<file path="src/hdl/cb_pkg.sv">
// ----------------------------------------------------------------------------
// Circuit breaker package
// Shared types, codes and sizes for the circuit breaker block and its checker.
// ----------------------------------------------------------------------------
package cb_pkg;

    // Sizes of the outcome history ring and of event timestamps, and the trip-rate constants.
    localparam int HIST_DEPTH  = 64;
    localparam int HIST_AW     = $clog2(HIST_DEPTH);
    localparam int MIN_HISTORY = 10;
    localparam int TIME_BITS   = 48;
    localparam int RATE_SCALE  = 100;

    // Configuration register indexes.
    localparam logic [2:0] CFG_FAIL_LIMIT  = 3'd0;
    localparam logic [2:0] CFG_FAIL_RATE   = 3'd1;
    localparam logic [2:0] CFG_OPEN_HOLD   = 3'd2;
    localparam logic [2:0] CFG_CLOSE_LIMIT = 3'd3;
    localparam logic [2:0] CFG_PROBE_LIMIT = 3'd4;
    localparam logic [2:0] CFG_WINDOW      = 3'd5;

    // Event operation codes.
    localparam logic [2:0] OP_REQUEST = 3'd0;
    localparam logic [2:0] OP_SUCCESS = 3'd1;
    localparam logic [2:0] OP_FAILURE = 3'd2;
    localparam logic [2:0] OP_TIMEOUT = 3'd3;
    localparam logic [2:0] OP_FORCE   = 3'd4;
    localparam logic [2:0] OP_RESET   = 3'd5;

    // Breaker states.
    typedef enum logic [1:0] {
        BRK_CLOSED = 2'd0,
        BRK_OPEN   = 2'd1,
        BRK_HALF   = 2'd2
    } brk_t;

    // Sequencer states.
    typedef enum logic [3:0] {
        S_IDLE,
        S_EXEC,
        S_DROP_RD,
        S_DROP,
        S_PUSH,
        S_POP_RD,
        S_POP_CHK,
        S_DECIDE,
        S_DONE
    } seq_state_t;

    // Event beat.
    typedef struct packed {
        logic [2:0]           operation;
        logic [TIME_BITS-1:0] now_ms;
        logic [1:0]           forced_state;
    } cb_evt_t;

    // Result beat.
    typedef struct packed {
        logic        allowed;
        logic [1:0]  breaker_state;
        logic [6:0]  window_entries;
        logic [6:0]  window_failures;
        logic [15:0] fail_streak;
        logic [15:0] success_streak;
        logic [31:0] requests_seen;
        logic [31:0] successes_seen;
        logic [31:0] failures_seen;
        logic [31:0] rejections_seen;
        logic [31:0] timeouts_seen;
        logic [31:0] transitions_seen;
    } cb_res_t;

    // One entry of the outcome history.
    typedef struct packed {
        logic [TIME_BITS-1:0] stamp;
        logic                 ok;
    } hist_entry_t;

endpackage

</file>
<file path="src/hdl/circuit_breaker_fsm.sv">
// ----------------------------------------------------------------------------
// Circuit breaker state machine
// Closed / open / half-open breaker driven by timestamped events, with a
// time-windowed outcome history and wrapping statistics counters.
// ----------------------------------------------------------------------------
//
//   Channel   Handshake            Beat
//   --------  -------------------  ------------------------------------------
//   evt       evt_valid/evt_stall  one event: operation, timestamp, target
//   res       res_valid/res_stall  one result per event: state and counters
//   cfg       cfg_valid/cfg_ready  register index and write data
//
// Requests, forces, resets and unknown operations go from S_EXEC straight to S_DONE.
// Success, failure and timeout go on through S_PUSH, preceded by S_DROP_RD and
// S_DROP when the history ring is full, then, when the timestamp is not below
// the window, through the S_POP_RD / S_POP_CHK expiry loop, which reads one
// entry at a time through the single registered read port of the history
// memory, and finally through S_DECIDE and S_DONE.
// The block takes no new event until the result of the last one is loaded
// into the output register; a stalled result only holds the block at the end
// of the next event. Reset restores the register defaults and empties the
// history; the history memory itself is not cleared.
//
module circuit_breaker_fsm (
    input  logic           clk,
    input  logic           rst_n,
    input  logic           evt_valid,
    output logic           evt_stall,
    input  cb_pkg::cb_evt_t evt_data,
    output logic           res_valid,
    input  logic           res_stall,
    output cb_pkg::cb_res_t res_data,
    input  logic           cfg_valid,
    output logic           cfg_ready,
    input  logic [2:0]     cfg_index,
    input  logic [31:0]    cfg_data
);
    import cb_pkg::*;

    // Statistics counter slots.
    localparam int STAT_COUNT = 6;
    localparam int C_REQ      = 0;
    localparam int C_SUC      = 1;
    localparam int C_FAIL     = 2;
    localparam int C_REJ      = 3;
    localparam int C_TMO      = 4;
    localparam int C_TRANS    = 5;

    function automatic logic [15:0] sat_inc16(input logic [15:0] v);
        return (v == 16'hFFFF) ? v : v + 16'd1;
    endfunction

    // Configuration registers.
    logic [15:0] fail_limit_reg;
    logic [6:0]  fail_rate_reg;
    logic [31:0] open_hold_reg;
    logic [15:0] close_limit_reg;
    logic [15:0] probe_limit_reg;
    logic [31:0] window_reg;

    // Sequencer and latched event.
    seq_state_t           seq_reg, seq_next;
    logic [2:0]           op_reg, op_next;
    logic [TIME_BITS-1:0] now_reg, now_next;
    logic [1:0]           tgt_reg, tgt_next;
    logic                 allowed_reg, allowed_next;

    // Breaker state.
    brk_t                 brk_reg, brk_next;
    logic [15:0]          fail_run_reg, fail_run_next;
    logic [15:0]          succ_run_reg, succ_run_next;
    logic [15:0]          probe_reg, probe_next;
    logic [TIME_BITS-1:0] last_change_reg, last_change_next;
    logic [31:0]          stat_reg [STAT_COUNT];
    logic [31:0]          stat_next [STAT_COUNT];

    // History ring bookkeeping.
    logic [HIST_AW-1:0]   head_reg, head_next;
    logic [HIST_AW:0]     count_reg, count_next;
    logic [HIST_AW:0]     fcount_reg, fcount_next;

    // Result register.
    logic                 res_valid_reg, res_valid_next;
    cb_res_t              res_data_reg, res_data_next;

    // History memory.
    hist_entry_t          hist_mem [HIST_DEPTH];
    hist_entry_t          rd_data_reg;
    logic                 mem_we;
    logic                 mem_re;
    logic [HIST_AW-1:0]   mem_waddr;
    hist_entry_t          mem_wdata;

    // Combinational helpers.
    logic                 go_en;
    brk_t                 go_tgt;
    logic                 probe_one;
    logic                 is_ok;
    logic [TIME_BITS-1:0] elapsed;
    logic [TIME_BITS-1:0] cutoff;
    logic [13:0]          rate_lhs;
    logic [13:0]          rate_rhs;
    logic                 trip;

    assign cfg_ready = 1'b1;
    assign evt_stall = (seq_reg != S_IDLE);
    assign res_valid = res_valid_reg;
    assign res_data  = res_data_reg;

    assign is_ok    = (op_reg == OP_SUCCESS);
    assign elapsed  = (now_reg >= last_change_reg) ? now_reg - last_change_reg
                                                   : '0;
    assign cutoff   = now_reg - TIME_BITS'(window_reg);
    assign rate_lhs = 14'(fcount_reg) * 14'(RATE_SCALE);
    assign rate_rhs = 14'(fail_rate_reg) * 14'(count_reg);
    assign trip     = (fail_run_reg >= fail_limit_reg) ||
                      ((count_reg >= (HIST_AW + 1)'(MIN_HISTORY)) &&
                       (rate_lhs >= rate_rhs));

    // Configuration writes.
    always_ff @(posedge clk or negedge rst_n)
    begin
        if (!rst_n)
        begin
            fail_limit_reg  <= 16'd5;
            fail_rate_reg   <= 7'd50;
            open_hold_reg   <= 32'd30000;
            close_limit_reg <= 16'd3;
            probe_limit_reg <= 16'd3;
            window_reg      <= 32'd60000;
        end
        else if (cfg_valid && cfg_ready)
        begin
            case (cfg_index)
                CFG_FAIL_LIMIT:  fail_limit_reg  <= cfg_data[15:0];
                CFG_FAIL_RATE:   fail_rate_reg   <= cfg_data[6:0];
                CFG_OPEN_HOLD:   open_hold_reg   <= cfg_data;
                CFG_CLOSE_LIMIT: close_limit_reg <= cfg_data[15:0];
                CFG_PROBE_LIMIT: probe_limit_reg <= cfg_data[15:0];
                CFG_WINDOW:      window_reg      <= cfg_data;
                default:         ;
            endcase
        end
    end

    // History memory: one write port, one registered read port at the head.
    always_ff @(posedge clk)
    begin
        if (mem_we)
        begin
            hist_mem[mem_waddr] <= mem_wdata;
        end
        if (mem_re)
        begin
            rd_data_reg <= hist_mem[head_reg];
        end
    end

    // State registers.
    always_ff @(posedge clk or negedge rst_n)
    begin
        if (!rst_n)
        begin
            seq_reg         <= S_IDLE;
            brk_reg         <= BRK_CLOSED;
            fail_run_reg    <= '0;
            succ_run_reg    <= '0;
            probe_reg       <= '0;
            last_change_reg <= '0;
            head_reg        <= '0;
            count_reg       <= '0;
            fcount_reg      <= '0;
            res_valid_reg   <= 1'b0;
            for (int i = 0; i < STAT_COUNT; i++)
            begin
                stat_reg[i] <= '0;
            end
        end
        else
        begin
            seq_reg         <= seq_next;
            brk_reg         <= brk_next;
            fail_run_reg    <= fail_run_next;
            succ_run_reg    <= succ_run_next;
            probe_reg       <= probe_next;
            last_change_reg <= last_change_next;
            head_reg        <= head_next;
            count_reg       <= count_next;
            fcount_reg      <= fcount_next;
            res_valid_reg   <= res_valid_next;
            for (int i = 0; i < STAT_COUNT; i++)
            begin
                stat_reg[i] <= stat_next[i];
            end
        end
    end

    // Payload registers.
    always_ff @(posedge clk)
    begin
        op_reg       <= op_next;
        now_reg      <= now_next;
        tgt_reg      <= tgt_next;
        allowed_reg  <= allowed_next;
        res_data_reg <= res_data_next;
    end

    // Sequencer: next state and datapath control.
    always_comb
    begin
        seq_next         = seq_reg;
        op_next          = op_reg;
        now_next         = now_reg;
        tgt_next         = tgt_reg;
        allowed_next     = allowed_reg;
        brk_next         = brk_reg;
        fail_run_next    = fail_run_reg;
        succ_run_next    = succ_run_reg;
        probe_next       = probe_reg;
        last_change_next = last_change_reg;
        head_next        = head_reg;
        count_next       = count_reg;
        fcount_next      = fcount_reg;
        res_data_next    = res_data_reg;
        for (int i = 0; i < STAT_COUNT; i++)
        begin
            stat_next[i] = stat_reg[i];
        end
        mem_we    = 1'b0;
        mem_re    = 1'b0;
        mem_waddr = head_reg + count_reg[HIST_AW-1:0];
        mem_wdata = '{stamp: now_reg, ok: is_ok};
        go_en     = 1'b0;
        go_tgt    = brk_reg;
        probe_one = 1'b0;

        // A taken result empties the output register.
        res_valid_next = res_valid_reg && res_stall;

        case (seq_reg)
            S_IDLE:
            begin
                if (evt_valid)
                begin
                    op_next      = evt_data.operation;
                    now_next     = evt_data.now_ms;
                    tgt_next     = evt_data.forced_state;
                    allowed_next = 1'b0;
                    seq_next     = S_EXEC;
                end
            end

            S_EXEC:
            begin
                seq_next = S_DONE;
                case (op_reg)
                    OP_REQUEST:
                    begin
                        stat_next[C_REQ] = stat_reg[C_REQ] + 32'd1;
                        case (brk_reg)
                            BRK_CLOSED:
                            begin
                                allowed_next = 1'b1;
                            end
                            BRK_OPEN:
                            begin
                                if (elapsed >= TIME_BITS'(open_hold_reg))
                                begin
                                    go_en        = 1'b1;
                                    go_tgt       = BRK_HALF;
                                    probe_one    = 1'b1;
                                    allowed_next = 1'b1;
                                end
                                else
                                begin
                                    stat_next[C_REJ] = stat_reg[C_REJ] + 32'd1;
                                end
                            end
                            default:
                            begin
                                if (probe_reg < probe_limit_reg)
                                begin
                                    probe_next   = probe_reg + 16'd1;
                                    allowed_next = 1'b1;
                                end
                                else
                                begin
                                    stat_next[C_REJ] = stat_reg[C_REJ] + 32'd1;
                                end
                            end
                        endcase
                    end
                    OP_SUCCESS:
                    begin
                        stat_next[C_SUC] = stat_reg[C_SUC] + 32'd1;
                        succ_run_next    = sat_inc16(succ_run_reg);
                        fail_run_next    = '0;
                        seq_next = (count_reg == (HIST_AW + 1)'(HIST_DEPTH)) ? S_DROP_RD
                                                                           : S_PUSH;
                    end
                    OP_FAILURE, OP_TIMEOUT:
                    begin
                        stat_next[C_FAIL] = stat_reg[C_FAIL] + 32'd1;
                        if (op_reg == OP_TIMEOUT)
                        begin
                            stat_next[C_TMO] = stat_reg[C_TMO] + 32'd1;
                        end
                        fail_run_next = sat_inc16(fail_run_reg);
                        succ_run_next = '0;
                        seq_next = (count_reg == (HIST_AW + 1)'(HIST_DEPTH)) ? S_DROP_RD
                                                                           : S_PUSH;
                    end
                    OP_FORCE:
                    begin
                        if (tgt_reg <= 2'(BRK_HALF))
                        begin
                            go_en  = 1'b1;
                            go_tgt = brk_t'(tgt_reg);
                        end
                    end
                    OP_RESET:
                    begin
                        brk_next         = BRK_CLOSED;
                        fail_run_next    = '0;
                        succ_run_next    = '0;
                        probe_next       = '0;
                        head_next        = '0;
                        count_next       = '0;
                        fcount_next      = '0;
                        last_change_next = now_reg;
                        for (int i = 0; i < STAT_COUNT; i++)
                        begin
                            stat_next[i] = '0;
                        end
                    end
                    default:
                    begin
                    end
                endcase
            end

            // Full ring: read the oldest entry, then drop it.
            S_DROP_RD:
            begin
                mem_re   = 1'b1;
                seq_next = S_DROP;
            end

            S_DROP:
            begin
                if (!rd_data_reg.ok)
                begin
                    fcount_next = fcount_reg - 1'b1;
                end
                head_next  = head_reg + 1'b1;
                count_next = count_reg - 1'b1;
                seq_next   = S_PUSH;
            end

            // Store the new outcome behind the newest entry.
            S_PUSH:
            begin
                mem_we     = 1'b1;
                count_next = count_reg + 1'b1;
                if (!is_ok)
                begin
                    fcount_next = fcount_reg + 1'b1;
                end
                seq_next = (now_reg >= TIME_BITS'(window_reg)) ? S_POP_RD : S_DECIDE;
            end

            // Expiry loop: read the head, pop it while older than the cutoff.
            S_POP_RD:
            begin
                mem_re   = 1'b1;
                seq_next = (count_reg == '0) ? S_DECIDE : S_POP_CHK;
            end

            S_POP_CHK:
            begin
                if (rd_data_reg.stamp < cutoff)
                begin
                    if (!rd_data_reg.ok)
                    begin
                        fcount_next = fcount_reg - 1'b1;
                    end
                    head_next  = head_reg + 1'b1;
                    count_next = count_reg - 1'b1;
                    seq_next   = S_POP_RD;
                end
                else
                begin
                    seq_next = S_DECIDE;
                end
            end

            // Trip or close on the updated streaks and window.
            S_DECIDE:
            begin
                seq_next = S_DONE;
                if (is_ok)
                begin
                    if (brk_reg == BRK_HALF && succ_run_reg >= close_limit_reg)
                    begin
                        go_en  = 1'b1;
                        go_tgt = BRK_CLOSED;
                    end
                end
                else if (brk_reg == BRK_CLOSED)
                begin
                    if (trip)
                    begin
                        go_en  = 1'b1;
                        go_tgt = BRK_OPEN;
                    end
                end
                else if (brk_reg == BRK_HALF)
                begin
                    go_en  = 1'b1;
                    go_tgt = BRK_OPEN;
                end
            end

            // Load the result once the output register is free.
            S_DONE:
            begin
                if (!res_valid_reg || !res_stall)
                begin
                    res_valid_next                 = 1'b1;
                    res_data_next.allowed          = allowed_reg;
                    res_data_next.breaker_state    = brk_reg;
                    res_data_next.window_entries   = count_reg;
                    res_data_next.window_failures  = fcount_reg;
                    res_data_next.fail_streak      = fail_run_reg;
                    res_data_next.success_streak   = succ_run_reg;
                    res_data_next.requests_seen    = stat_reg[C_REQ];
                    res_data_next.successes_seen   = stat_reg[C_SUC];
                    res_data_next.failures_seen    = stat_reg[C_FAIL];
                    res_data_next.rejections_seen  = stat_reg[C_REJ];
                    res_data_next.timeouts_seen    = stat_reg[C_TMO];
                    res_data_next.transitions_seen = stat_reg[C_TRANS];
                    seq_next                       = S_IDLE;
                end
            end

            default:
            begin
                seq_next = S_IDLE;
            end
        endcase

        // State change: count it, stamp it and clear what the new state starts.
        if (go_en && go_tgt != brk_reg)
        begin
            brk_next           = go_tgt;
            stat_next[C_TRANS] = stat_reg[C_TRANS] + 32'd1;
            last_change_next   = now_reg;
            if (go_tgt == BRK_HALF)
            begin
                probe_next    = '0;
                succ_run_next = '0;
            end
            else if (go_tgt == BRK_CLOSED)
            begin
                fail_run_next = '0;
            end
        end

        // The request that enters half-open is the first probe.
        if (probe_one)
        begin
            probe_next = 16'd1;
        end
    end

endmodule

</file>
<file path="config.mk">
export PLATFORM = sky130hd
export DESIGN_NAME = circuit_breaker_fsm
export DESIGN_NICKNAME = d
export VERILOG_FILES = /design/src/hdl/cb_pkg.sv /design/src/hdl/circuit_breaker_fsm.sv
export SDC_FILE = /design/constraint.sdc
export NUM_CORES = 2
export LEC_CHECK = 0
export BUFFER_PORTS_ARGS = -buffer_cell sky130_fd_sc_hd__clkbuf_2
export CORE_MARGIN = 2
export CORE_UTILIZATION = 46
export CTS_CLUSTER_DIAMETER = 50
export DETAILED_ROUTE_END_ITERATION = 6
export HOLD_SLACK_MARGIN = 0.08
export SLEW_MARGIN = 20
export SYNTH_ARGS = -nofsm -noshare
export SYNTH_HDL_FRONTEND = slang
export SYNTH_SLANG_ARGS = --single-unit
</file>
<file path="constraint.sdc">
create_clock -name clk -period 30.7 [get_ports clk]
set_input_delay 1.535 -clock clk [delete_from_list [all_inputs] [get_ports clk]]
set_output_delay 1.535 -clock clk [all_outputs]
set_load 0.05 [all_outputs]
</file>
==> qor_table.md <==
| Result | This run | Unit |
| --- | --- | --- |
| Final hold violation count | 0 | - |
| Power density of the placed cells | 86.6 | nW/um^2 |
| Library cell with the largest summed area after synthesis | sky130_fd_sc_hd__edfxtp_1 | - |
| Warnings from Yosys | 0 | - |
| Leading cell type in the layout, fill and taps excluded | sky130_fd_sc_hd__edfxtp_1 | - |
| Std-Cell Rows | 216 | - |
| Area fraction of the dominant cell type after synthesis | 65.2 | % |
| Flip-flop cell with the highest count after synthesis | sky130_fd_sc_hd__edfxtp_1 | - |
| Fraction of power consumed by sequential logic | 40.8 | % |
| Number of port buffers | 335 | - |
| Placed wire-length estimate | 251000 | microns |
| Aggregate routed wire length | 449000 | microns |
| Run status | completed | - |
| Wire length of the first global-routing pass | 634000 | microns |
| Average footprint of a synthesized cell | 19.1 | sq um |
| Effective utilization at floorplan | 46.2 | % |
| Share of the cycle needed by the critical path after routing | 27.7 | % |
| Period minus WS final | 8500 | ps |
| Startpoint type of the worst setup path | flop | - |
| Number of buffers inserted by post-CTS setup repair | 0 | - |
| Number of buffers inserted by hold repair at cts | 0 | - |
| H-Tree Level Count | 5 | - |
| Slowest cell on the critical path | sky130_fd_sc_hd__dfrtp_1 | - |
| Placer's final routability congestion estimate | 0.847 | - |
| Maximum resistive drop on vdd | 0.0632 | mV |
| Slowest Stage Delay on Critical Path | 570 | ps |
| F_max | 118 | MHz |
| Number of flip-flops under the largest register name | 3136 | - |
| Data required time of the critical path | 31530 | ps |
| CTS tree | done | - |
| Number of clock buffers inserted by TritonCTS | 430 | - |
| Mapped cell area | 160000 | sq um |
| Switching power summed over all nets | 4.79 | mW |
| Die height | 594 | microns |
| Clk Latency, worst-skew pair | 980 | ps |
| Initial detailed-routing violation count | 11263 | - |
| CTS root buf | sky130_fd_sc_hd__clkbuf_16 | - |
| Number of synthesized flops with an enable pin | 3480 | - |
| Post-layout util | 52.8 | % |
| Maximum clock insertion buffer count | 4 | - |
| Comb power frac | 26.8 | % |
| Detailed-route DRC error count | 0 | - |
| Crit Path Class | flop to flop | - |
| Max-cap violation count | 0 | - |
| Int Power | 11.1 | mW |
| Io pins | 337 | - |
| Most frequent cells in the layout | sky130_fd_sc_hd__edfxtp_1, sky130_fd_sc_hd__mux4_2, sky130_fd_sc_hd__clkbuf_16 | - |
| Slew of the pin with the lowest slew margin | 1140 | ps |
| Data arrival time at the worst-slack endpoint | 9330 | ps |
| Gr usage total | 25.2 | % |
| Total congestion overflow after global routing | 0 | - |
| Post-CTS sizing | 0 | - |
| Static leakage | 62.4 | nW |
| DR vias/cell | 6.14 | - |
| Sw frac | 30.2 | % |
| Number of antenna violations at the first check in global routing | 32 | - |
| Area of the die | 353000 | sq um |
| Setup TNS | 0 | ps |
| Clock Skew | 75.5 | ps |
| Std-Cell Core Area | 346000 | sq um |
| Synth cell types | 88 | - |
| Share of synthesized area occupied by flip-flops and latches | 72.0 | % |
| RSZ-0062 raised after global routing | no | - |
| Register bit total from synthesis | 3914 | - |
| Type of the tightest min-delay check | flop to flop | - |
| Type of element capturing the critical path | flop | - |
| Most area-consuming cells after synthesis | sky130_fd_sc_hd__edfxtp_1, sky130_fd_sc_hd__mux4_2, sky130_fd_sc_hd__dfrtp_1 | - |
| Pins over their slew limit | 0 | - |
| Syn Inst Count | 8392 | - |
| Final routed wire length divided by cell count | 32.1 | microns |
| Share of flip-flops with an asynchronous set or reset | 11.1 | % |
| Share of post-route cells with drive strength above 1 | 25.9 | % |
| Die Span X | 594 | microns |
| Number of antenna-violating nets in the routed design | 0 | - |
| Number of vias in the routed layout | 85903 | - |
| DR pass1 iterations | 7 | - |
| Worst-path clk slew | 60 | ps |
| Vias in the first global route | 84393 | - |
| Setup-failing EPs final | 0 | - |
| Net count after synthesis | 8817 | - |
| Worst-case headroom to the max-slew limit | 24.1 | % |
| Pin count of the biggest net entering global routing | 166 | - |
| Clock share of power | 32.4 | % |
| Number of sinks handled by clock tree synthesis | 3914 | - |
| Max FO, Critical Path | 43 | - |
| Layout overhead on the synthesized area | 14.3 | % |
| Final layout net count | 9478 | - |
| Overall power consumption | 15.9 | mW |
==> cell usage after synthesis, drive strengths merged (114+ instances only) <==
| cell type | number |
|---|---|
| edfxtp | 3480 |
| mux4 | 1029 |
| dfrtp | 411 |
| nor2 | 385 |
| nand2 | 365 |
| ha | 301 |
| clkbuf | 259 |
| inv | 256 |
| o21ai | 239 |
| a21oi | 222 |
| xor2 | 130 |
| a21o | 115 |
| nand3 | 114 |
==> power groups by stage <==
stage / sequential (mW) / combinational (mW) / clock, mW
detailed placement: 6.58 / 4.27 / 0
global route: 6.50 / 4.58 / 5.43
CTS: 6.47 / 4.29 / 5.22
floorplan: 6.65 / 2.85 / 0
finish: 6.47 / 4.24 / 5.14
global placement: 6.57 / 4.22 / 0
==> layout make-up <==
cell class,instances,area [sq um]
antenna,12,30.0
clock buffer,540,11500
clock inverter,250,2660
fill,27055,163000
inverter,256,961
multi-input combinational,3875,43100
sequential,3914,115000
tap,4578,5730
timing repair buffer,576,3720
==> critical path, delay by kind of cell, from the launching register on <==
kind            cells  cell delay (ps)
mux                 1              360
xor+xnor            1              210
fa+ha+maj           6             2630
buf+inv             7             1280
compound gates     11             2310
simple gates        5             1000
flops               1              570
==> per-layer routing <==
layer	part of all wire [%]	global-route usage [%]	wire, microns	vias up
li1	-	-	-	35216
met2	48	40.7	215000	4165
met1	40	35.4	178000	45777
met3	9.4	4.81	42200	727
met5	0.023	0	103	-
met4	3.0	6.89	13500	18
==> stage by stage <==
stage	instances	hold WS [ps]	setup WS, ps	cell area (sq um)
2_1_floorplan	8392	400	16950	160000
3_3_place_gp	13189	407	22160	169000
3_5_place_dp	13196	410	22210	169000
4_1_cts	13986	427	22160	183000
5_1_grt	13990	437	21530	183000
6_report	14001	420	22200	183000
==> worst paths after layout <==
check	start	endpoint	slack, ps	cells after the start
setup reg to reg	count_reg[1]	last_change_reg[3]	22200	31
hold / removal	allowed_reg	res_data[240]	420	0
min in group asynchronous	rst_n	stat_reg[107]	610	1
max in group asynchronous	rst_n	head_reg[0]	27590	3
hold reg to reg	allowed_reg	res_data[240]	420	0
setup / recovery	count_reg[1]	last_change_reg[3]	22200	31
==> cells by family after synthesis <==
| group | share of synthesized area, % |
|---|---|
| buf+inv | 1.44 |
| flops | 72.0 |
| simple gates | 4.09 |
| compound gates | 3.19 |
| xor+xnor | 1.23 |
| other cells | 0.00234 |
| mux | 15.3 |
| fa+ha+maj | 2.74 |
No activity file was read; power rests on OpenSTA's default activity.
